## src/rtl/core/clnbw_pkg.sv

```systemverilog
// Shared constants, codes and types for the character display nibble writer.
package clnbw_pkg;

    // Request kinds carried in the slave-side tuser.
    localparam logic [1:0] CMD_CHAR   = 2'd0;
    localparam logic [1:0] CMD_INSTR  = 2'd1;
    localparam logic [1:0] CMD_CURSOR = 2'd2;
    localparam logic [1:0] CMD_DEC    = 2'd3;

    // Decimal conversion sizing: a 32-bit value has at most ten digits.
    localparam int VALUE_W    = 32;
    localparam int DEC_DIGITS = 10;
    localparam int BCD_W      = DEC_DIGITS * 4;
    localparam int MAX_DIGITS = 10;
    localparam int BIT_CNT_W  = $clog2(VALUE_W);
    localparam int NDIG_W     = $clog2(DEC_DIGITS + 1);

    // Display byte constants.
    localparam logic [7:0] ASCII_ZERO  = 8'h30;
    localparam logic [7:0] SET_DDRAM   = 8'h80;
    localparam logic [7:0] ROW1_OFFSET = 8'h40;

    // One display byte handed to the nibble transmitter.
    typedef struct packed {
        logic       vld;
        logic [7:0] data;
        logic       rs;
        logic       last;
    } t_tx_req;

    // Digit stream offered by the decimal converter.
    typedef struct packed {
        logic       rdy;
        logic [3:0] digit;
        logic       last;
        logic       single;
    } t_dig_stat;

endpackage

```

## src/rtl/core/clnbw_dec_conv.sv

```systemverilog
// Bit-serial binary to decimal converter that offers the digits most significant first.
module clnbw_dec_conv
    import clnbw_pkg::*;
(
    input  logic               i_clk,
    input  logic               i_rst_n,
    input  logic               i_start,
    input  logic [VALUE_W-1:0] i_value,
    input  logic               i_next,
    output t_dig_stat          o_stat
);

    typedef enum logic [2:0] {
        ST_IDLE,
        ST_SHIFT,
        ST_STRIP,
        ST_CLAMP,
        ST_OUT
    } t_state;

    t_state               r_state;
    logic [VALUE_W-1:0]   r_bin;
    logic [BCD_W-1:0]     r_bcd;
    logic [BIT_CNT_W-1:0] r_cnt;
    logic [NDIG_W-1:0]    r_ndig;
    logic                 r_single;
    logic [BCD_W-1:0]     n_adj;
    logic [3:0]           top_digit;

    // Add-three correction on every digit before the next doubling.
    always_comb begin
        for (int d = 0; d < DEC_DIGITS; d++) begin
            if (r_bcd[d*4 +: 4] >= 4'd5) begin
                n_adj[d*4 +: 4] = r_bcd[d*4 +: 4] + 4'd3;
            end else begin
                n_adj[d*4 +: 4] = r_bcd[d*4 +: 4];
            end
        end
    end

    assign top_digit = r_bcd[BCD_W-1 -: 4];

    always_ff @(posedge i_clk) begin
        if (!i_rst_n) begin
            r_state  <= ST_IDLE;
            r_cnt    <= '0;
            r_ndig   <= '0;
            r_single <= 1'b0;
        end else begin
            unique case (r_state)
                ST_IDLE: begin
                    if (i_start) begin
                        r_bin   <= i_value;
                        r_bcd   <= '0;
                        r_cnt   <= '0;
                        r_state <= ST_SHIFT;
                    end
                end
                ST_SHIFT: begin
                    r_bcd <= {n_adj[BCD_W-2:0], r_bin[VALUE_W-1]};
                    r_bin <= {r_bin[VALUE_W-2:0], 1'b0};
                    r_cnt <= r_cnt + 1'b1;
                    if (r_cnt == BIT_CNT_W'(VALUE_W - 1)) begin
                        r_ndig  <= NDIG_W'(DEC_DIGITS);
                        r_state <= ST_STRIP;
                    end
                end
                ST_STRIP: begin
                    // Drop leading zeros, but always keep one digit.
                    if (top_digit == 4'd0 && r_ndig > NDIG_W'(1)) begin
                        r_bcd  <= {r_bcd[BCD_W-5:0], 4'd0};
                        r_ndig <= r_ndig - 1'b1;
                    end else begin
                        r_single <= (r_ndig == NDIG_W'(1));
                        r_state  <= ST_CLAMP;
                    end
                end
                ST_CLAMP: begin
                    // Keep only the lowest digits when the number is too long.
                    if (int'(r_ndig) > MAX_DIGITS) begin
                        r_bcd  <= {r_bcd[BCD_W-5:0], 4'd0};
                        r_ndig <= r_ndig - 1'b1;
                    end else begin
                        r_state <= ST_OUT;
                    end
                end
                ST_OUT: begin
                    if (i_next) begin
                        r_bcd  <= {r_bcd[BCD_W-5:0], 4'd0};
                        r_ndig <= r_ndig - 1'b1;
                        if (r_ndig == NDIG_W'(1)) begin
                            r_state <= ST_IDLE;
                        end
                    end
                end
                default: r_state <= ST_IDLE;
            endcase
        end
    end

    always_comb begin
        o_stat.rdy    = (r_state == ST_OUT);
        o_stat.digit  = top_digit;
        o_stat.last   = (r_ndig == NDIG_W'(1));
        o_stat.single = r_single;
    end

endmodule

```

## src/rtl/core/clnbw_nibble_tx.sv

```systemverilog
// Splits one display byte into four expander bytes and holds them on the master side.
module clnbw_nibble_tx
    import clnbw_pkg::*;
(
    input  logic       i_clk,
    input  logic       i_rst_n,
    input  t_tx_req    i_req,
    input  logic       i_backlight,
    output logic       o_ready,
    output logic       m_tvalid,
    input  logic       m_tready,
    output logic [7:0] m_tdata,
    output logic       m_tlast
);

    logic       r_busy;
    logic [1:0] r_phase;
    logic [7:0] r_data;
    logic       r_rs;
    logic       r_last;
    logic [3:0] nibble;

    // A new byte may be loaded in the cycle the final enable-low byte leaves.
    assign o_ready = !r_busy || (r_phase == 2'd3 && m_tready);

    always_ff @(posedge i_clk) begin
        if (!i_rst_n) begin
            r_busy  <= 1'b0;
            r_phase <= '0;
        end else if (i_req.vld && o_ready) begin
            r_busy  <= 1'b1;
            r_phase <= '0;
            r_data  <= i_req.data;
            r_rs    <= i_req.rs;
            r_last  <= i_req.last;
        end else if (r_busy && m_tready) begin
            if (r_phase == 2'd3) begin
                r_busy <= 1'b0;
            end
            r_phase <= r_phase + 1'b1;
        end
    end

    assign nibble   = r_phase[1] ? r_data[3:0] : r_data[7:4];
    assign m_tvalid = r_busy;
    assign m_tdata  = {nibble, i_backlight, ~r_phase[0], 1'b0, r_rs};
    assign m_tlast  = r_last && (r_phase == 2'd3);

endmodule

```

## src/rtl/core/char_lcd_nibble_byte_writer_top.sv

```systemverilog
// Top level of the character display writer for a 4-bit display behind an I/O expander.
//
// Requests arrive on the slave stream: tuser carries the request kind (write character,
// write instruction, set cursor, write decimal value) and tdata carries the value, row
// and column. Each resulting display byte leaves on the master stream as four expander
// bytes: high nibble with enable set, then clear, then the low nibble the same way.
// tlast marks the final expander byte of a request. A cursor request with a row above
// one or a column above fifteen is consumed and produces no transaction at all.
//
// One request is handled at a time; s_tready is high only while the block is idle.
// A character, instruction or cursor request is registered in the sequencer and then
// in the transmitter before its first byte shows, and takes four output transactions.
// A decimal request first runs the bit-serial converter: one doubling per value bit,
// then the leading zeros are stripped and the digit count is clamped before the first
// byte appears; after that every digit costs four transactions and the digits stream
// with no gap while the receiver keeps m_tready high. A stalled receiver holds the byte.
//
// Synchronous active-low reset empties the pipeline and sets backlight on. The
// backlight register is written through i_cfg_we and should change only while idle.
module char_lcd_nibble_byte_writer_top
    import clnbw_pkg::*;
(
    input  logic        i_clk,
    input  logic        i_rst_n,
    input  logic        i_cfg_we,
    input  logic        i_cfg_wdata,
    input  logic        s_tvalid,
    output logic        s_tready,
    input  logic [39:0] s_tdata,   // value [31:0], row [33:32], column [38:34], zero [39]
    input  logic [1:0]  s_tuser,   // command [1:0]
    output logic        m_tvalid,
    input  logic        m_tready,
    output logic [7:0]  m_tdata,   // rs [0], zero [1], enable [2], backlight [3], nibble [7:4]
    output logic        m_tlast
);

    typedef enum logic [1:0] {
        ST_IDLE,
        ST_ONE,
        ST_DEC
    } t_state;

    t_state    r_state;
    logic      r_backlight;
    logic [7:0] r_byte;
    logic      r_rs;
    logic      r_pfx;
    logic      in_fire;
    logic      tx_ready;
    logic      dig_next;
    t_tx_req   tx_req;
    t_dig_stat dig;

    logic [VALUE_W-1:0] in_value;
    logic [1:0]         in_row;
    logic [4:0]         in_col;
    logic [1:0]         in_cmd;

    assign in_value = s_tdata[31:0];
    assign in_row   = s_tdata[33:32];
    assign in_col   = s_tdata[38:34];
    assign in_cmd   = s_tuser;

    assign s_tready = (r_state == ST_IDLE);
    assign in_fire  = s_tvalid && s_tready;

    // Backlight configuration register.
    always_ff @(posedge i_clk) begin
        if (!i_rst_n) begin
            r_backlight <= 1'b1;
        end else if (i_cfg_we) begin
            r_backlight <= i_cfg_wdata;
        end
    end

    // Request sequencer.
    always_ff @(posedge i_clk) begin
        if (!i_rst_n) begin
            r_state <= ST_IDLE;
            r_pfx   <= 1'b0;
        end else begin
            unique case (r_state)
                ST_IDLE: begin
                    if (in_fire) begin
                        r_pfx <= 1'b0;
                        unique case (in_cmd)
                            CMD_CHAR: begin
                                r_byte  <= in_value[7:0];
                                r_rs    <= 1'b1;
                                r_state <= ST_ONE;
                            end
                            CMD_INSTR: begin
                                r_byte  <= in_value[7:0];
                                r_rs    <= 1'b0;
                                r_state <= ST_ONE;
                            end
                            CMD_CURSOR: begin
                                if (in_row <= 2'd1 && in_col <= 5'd15) begin
                                    r_byte  <= SET_DDRAM | (in_row[0] ? ROW1_OFFSET : 8'h00)
                                               | {4'd0, in_col[3:0]};
                                    r_rs    <= 1'b0;
                                    r_state <= ST_ONE;
                                end
                            end
                            CMD_DEC: begin
                                r_state <= ST_DEC;
                            end
                            default: r_state <= ST_IDLE;
                        endcase
                    end
                end
                ST_ONE: begin
                    if (tx_ready) begin
                        r_state <= ST_IDLE;
                    end
                end
                ST_DEC: begin
                    if (dig.rdy && tx_ready) begin
                        if (dig.single && !r_pfx) begin
                            r_pfx <= 1'b1;
                        end else if (dig.last) begin
                            r_state <= ST_IDLE;
                        end
                    end
                end
                default: r_state <= ST_IDLE;
            endcase
        end
    end

    // Byte offered to the transmitter; a lone digit is preceded by an extra '0'.
    always_comb begin
        tx_req   = '0;
        dig_next = 1'b0;
        if (r_state == ST_ONE) begin
            tx_req.vld  = 1'b1;
            tx_req.data = r_byte;
            tx_req.rs   = r_rs;
            tx_req.last = 1'b1;
        end else if (r_state == ST_DEC && dig.rdy) begin
            tx_req.vld = 1'b1;
            tx_req.rs  = 1'b1;
            if (dig.single && !r_pfx) begin
                tx_req.data = ASCII_ZERO;
                tx_req.last = 1'b0;
            end else begin
                tx_req.data = ASCII_ZERO | {4'd0, dig.digit};
                tx_req.last = dig.last;
                dig_next    = tx_ready;
            end
        end
    end

    clnbw_dec_conv u_dec_conv (
        .i_clk   (i_clk),
        .i_rst_n (i_rst_n),
        .i_start (in_fire && in_cmd == CMD_DEC),
        .i_value (in_value),
        .i_next  (dig_next),
        .o_stat  (dig)
    );

    clnbw_nibble_tx u_nibble_tx (
        .i_clk       (i_clk),
        .i_rst_n     (i_rst_n),
        .i_req       (tx_req),
        .i_backlight (r_backlight),
        .o_ready     (tx_ready),
        .m_tvalid    (m_tvalid),
        .m_tready    (m_tready),
        .m_tdata     (m_tdata),
        .m_tlast     (m_tlast)
    );

endmodule
```

## config.mk

```make
export PLATFORM = sky130hd
export DESIGN_NAME = char_lcd_nibble_byte_writer_top
export DESIGN_NICKNAME = d
export VERILOG_FILES = /design/src/rtl/core/clnbw_pkg.sv /design/src/rtl/core/clnbw_dec_conv.sv /design/src/rtl/core/clnbw_nibble_tx.sv /design/src/rtl/core/char_lcd_nibble_byte_writer_top.sv
export SDC_FILE = /design/constraint.sdc
export NUM_CORES = 1
export LEC_CHECK = 0
export ABC_AREA = 0
export BUFFER_PORTS_ARGS = -buffer_cell sky130_fd_sc_hd__buf_2
export CAP_MARGIN = 20
export CORE_UTILIZATION = 64
export DETAILED_ROUTE_END_ITERATION = 7
export GPL_ROUTABILITY_DRIVEN = 1
export PLACE_DENSITY = 0.85
export SETUP_SLACK_MARGIN = 0.02
export SLEW_MARGIN = 20
export SYNTH_ARGS = -nofsm -noshare
export SYNTH_HDL_FRONTEND = slang
export SYNTH_HIERARCHICAL = 1
export SYNTH_SLANG_ARGS = --single-unit
```

## constraint.sdc

```tcl
create_clock -name i_clk -period 9 [get_ports i_clk]
set_input_delay 0.9 -clock i_clk [delete_from_list [all_inputs] [get_ports i_clk]]
set_output_delay 0.9 -clock i_clk [all_outputs]
set_load 0.02 [all_outputs]
```

==> out/metrics.cfg <==
[run_status]
status = completed

[yosys]
avgSynthCellArea_um2 = 9.93
synth_area_leaders = edfxtp_1 45%, nand2_1 9.1%, dfxtp_1 6.7%, ha_1 5.8%, a21oi_1 3.2%
synth_most_common_cell = nand2_1
yosys-top-cells-count = 145 x nand2_1, 91 x edfxtp_1, 39 x a21oi_1, 32 x nor2_1, 31 x o21ai_1
synthArstFlopShare_pct = 0
synth-seq-cells = 111
synth.yosys.seq_area_share_pct = 52.1
synth-main-ff-cell = edfxtp_1
synth_largest_area_cell = edfxtp_1
synth_edf_count = 91
synth.top_cell.area_share_pct = 45.5
syn_area_um2 = 6010
syn_inst = 605
yosys_warnings = 6
synth.distinct_cells = 64
syn_nets = 681

[die]
die_w_um = 98.9
core.rowCount = 34
pin_count = 59
start_util_pct = 67.6
dieArea_um2 = 9780
die_h_um = 98.9
core-area_um2 = 8890

[worst_setup_path]
worstPathArrival_ns = 2.91
end_kind = flip-flop
cpPeakStageDelay_ns = 0.53
reg2reg_depth = 9
crit_family = simple AND/OR/NAND/NOR gates
cp_data_required_time_ns = 9.01
cp-start-kind = flip-flop
r2r_slack_ns = 6.10
crit_type = flip-flop to flip-flop
critical_path_buf_inv_count = 2
timing.rr.start = u_dec_conv/r_state[2]$_SDFFE_PN0P_
path_cells = or3b_1 -> inv_1 -> nand3b_4 -> nor2b_4 -> and2_1 -> nand4bb_1 -> o21ai_0 -> and3_1 -> buf_4
cp.depth = 9
crit_slowest_cell = dfxtp_1
crit_path_max_fanout = 40
r2r-end = u_dec_conv/r_bcd[33]$_DFFE_PP_

[hold_path]
worstHoldEndpoint = u_dec_conv/r_cnt[3]$_SDFFE_PN0P_
hold_path.class = flip-flop to flip-flop
min_path_cells = 1
hold_start = u_dec_conv/r_cnt[3]$_SDFFE_PN0P_

[power]
power_density_nw_per_um2 = 148
internal_power_uw = 718
switchingPower_uw = 242
p_comb_share_pct = 9.5
seqPwrFrac_pct = 61.3
total_power_uw = 960
clockPowerShare_pct = 29.2
switching_share_pct = 25.2
p_leak_uw = 0.00261
ir_worst_vdd_mv = 0.0970

[global_routing]
grt_pass1_wl_um = 19000
gr-usage-met3_pct = 3.40
antenna_found_initial = 0
grt_max_degree = 61
gr-usage-met1_pct = 30.9
gr-total-overflow = 0
grt.total_usage_pct = 24.5
first_global_vias = 4306
use_met2_pct = 42.4
grt_busiest_layer = met2

[sta]
slew_headroom_pct = 51.4
final-hold-violation-count = 0
holdWs_ns = 0.491
setup_viol = 0
fin_crit_ns = 2.90
timing.final.ws_setup_ns = 6.10
slew_violations = 0
fmax_mhz = 345
rsz0062_at_grt = false
fin_tns_setup_ns = 0
worstMarginPinSlew_ns = 0.726
fin_crit_sh_pct = 32.2
clock_skew_ns = 0.0175

[clocking]
clkTransAtPathRegs_ns = 0.12
cts_made_buffers = 9
htree_levels = 3
cts_root_buf = clkbuf_8
cts_setup_buffers = 0
cts.sinks = 111
cts_resized = 0
clk_latency_ns = 0.37
cts_max_path_buffers = 2
cts_hold_buf = 0
cts_tree = yes

[route]
drtIter0Drc = 306
route.detailed.drc = 0
ant_nets = 0
vias = 4416
viasPerCell = 5.81
routed_wirelength_um = 11200
firstDrtPassIters = 4
wire_per_inst_um = 14.8

[place]
dpl.hpwl_um = 7650
io_buffer_count = 56
gp_congestion = 0.838
place_ws_ns = 6.15
placed_cells = 744

[finish]
drive_above_1_share_pct = 16.0
area_growth_pct = 7.85
final_cells = 760
antenna_cells = 0
final_nets = 723

[flow_run]
maxCapViolCount = 0

## registers in the layout (all words and copies together) (netlist names)
register	cells
u_dec_conv/r_state	3
u_nibble_tx/r_data	8
u_nibble_tx/r_rs	1
r_backlight	1
u_dec_conv/r_cnt	5
r_rs	1
u_dec_conv/r_single	1
u_dec_conv/r_bin	32
u_nibble_tx/r_last	1
u_dec_conv/r_ndig	4
r_pfx	1
u_dec_conv/r_bcd	40
u_nibble_tx/r_phase	2
r_state	2
u_nibble_tx/m_tvalid	1
r_byte	8
## layout by cell type, fill, tap and decap left out, types with 2 or more instances in the layout
cell type and count:
nor4b_1 3, a22oi_1 4, xor2_1 3, o31ai_1 8, inv_6 4, buf_4 5
o21ai_0 19, and3_1 3, mux2_2 9, nor3_1 5, and2_1 5, buf_2 56
nor2_1 31, edfxtp_1 91, a311oi_1 2, nand3b_1 3, nand2_1 144, nand2b_1 13
nand3_1 6, clkbuf_8 9, nor2b_1 7, xnor2_1 10, a221oi_1 2, a21oi_1 39
dfxtp_1 20, o21ai_1 31, a22o_1 8, mux2i_1 2, a21bo_2 2, ha_1 28
nor3b_1 13, inv_1 30
## worst reg2reg max path, cell delays in order (launching register included)
cell and delay, ns:
dfxtp_1 0.53, or3b_1 0.43, inv_1 0.17, nand3b_4 0.14
nor2b_4 0.20, and2_1 0.17, nand4bb_1 0.16, o21ai_0 0.11
and3_1 0.17, buf_4 0.44
## final cells by class
type                    count  area [µm²]
flip-flops and latches    111        3130
clock inverters             6        51.3
well taps                 108         135
fillers                   632        2410
repair buffers             61         318
multi-input cells         433        2600
inverters                  31         116
clock buffers              10         128
## per-layer routing
layer	share of wire (%)	vias to the layer above
li1	-	2191
met1	44	2096
met2	51	110
met3	3.6	19
met4	1.8	0
met5	0	-
## power by group through the flow
stage | logic (µW) | clock network, µW | registers (µW)
finish | 91.7 | 280 | 588
global route | 104 | 304 | 590
CTS | 92.1 | 286 | 588
detailed placement | 91.4 | 0 | 600
global placement | 86.2 | 0 | 598
floorplan | 65.6 | 0 | 596
## how the worst max path moves through the flow
stage	startpoint	to	slack, ns
2_1_floorplan	s_tvalid	u_dec_conv/r_bin[0]$_SDFFCE_PP0P_	5.78
3_3_place_gp	u_dec_conv/r_state[2]$_SDFFE_PN0P_	u_dec_conv/r_bcd[12]$_DFFE_PP_	6.22
3_5_place_dp	u_dec_conv/r_state[2]$_SDFFE_PN0P_	u_dec_conv/r_bcd[6]$_DFFE_PP_	6.15
4_1_cts	u_dec_conv/r_state[2]$_SDFFE_PN0P_	u_dec_conv/r_bcd[6]$_DFFE_PP_	6.11
5_1_grt	u_dec_conv/r_state[2]$_SDFFE_PN0P_	u_dec_conv/r_bcd[6]$_DFFE_PP_	5.88
6_report	u_dec_conv/r_state[2]$_SDFFE_PN0P_	u_dec_conv/r_bcd[33]$_DFFE_PP_	6.10
## cell families (layout without fill, tap and decap cells)
family,count (synthesis),count (layout),share of synthesized area (%)
multiplexers,11,11,2.02
flip-flops,111,111,52.1
other,1,1,0.0624
AO/OA/AOI/OAI,131,131,13.7
buffers and inverters,61,108,4.77
AND/OR/NAND/NOR,249,249,19.6
XOR/XNOR,13,13,1.90
adder cells (fa/ha/maj),28,28,5.83
## stage by stage
stage	area, µm²	utilization [%]
6_report	6480	72.9
5_1_grt	6480	72.9
4_1_cts	6480	72.9
3_5_place_dp	6300	70.9
3_3_place_gp	6300	70.9
2_1_floorplan	6010	-
No activity file was read; power rests on OpenSTA's default activity.
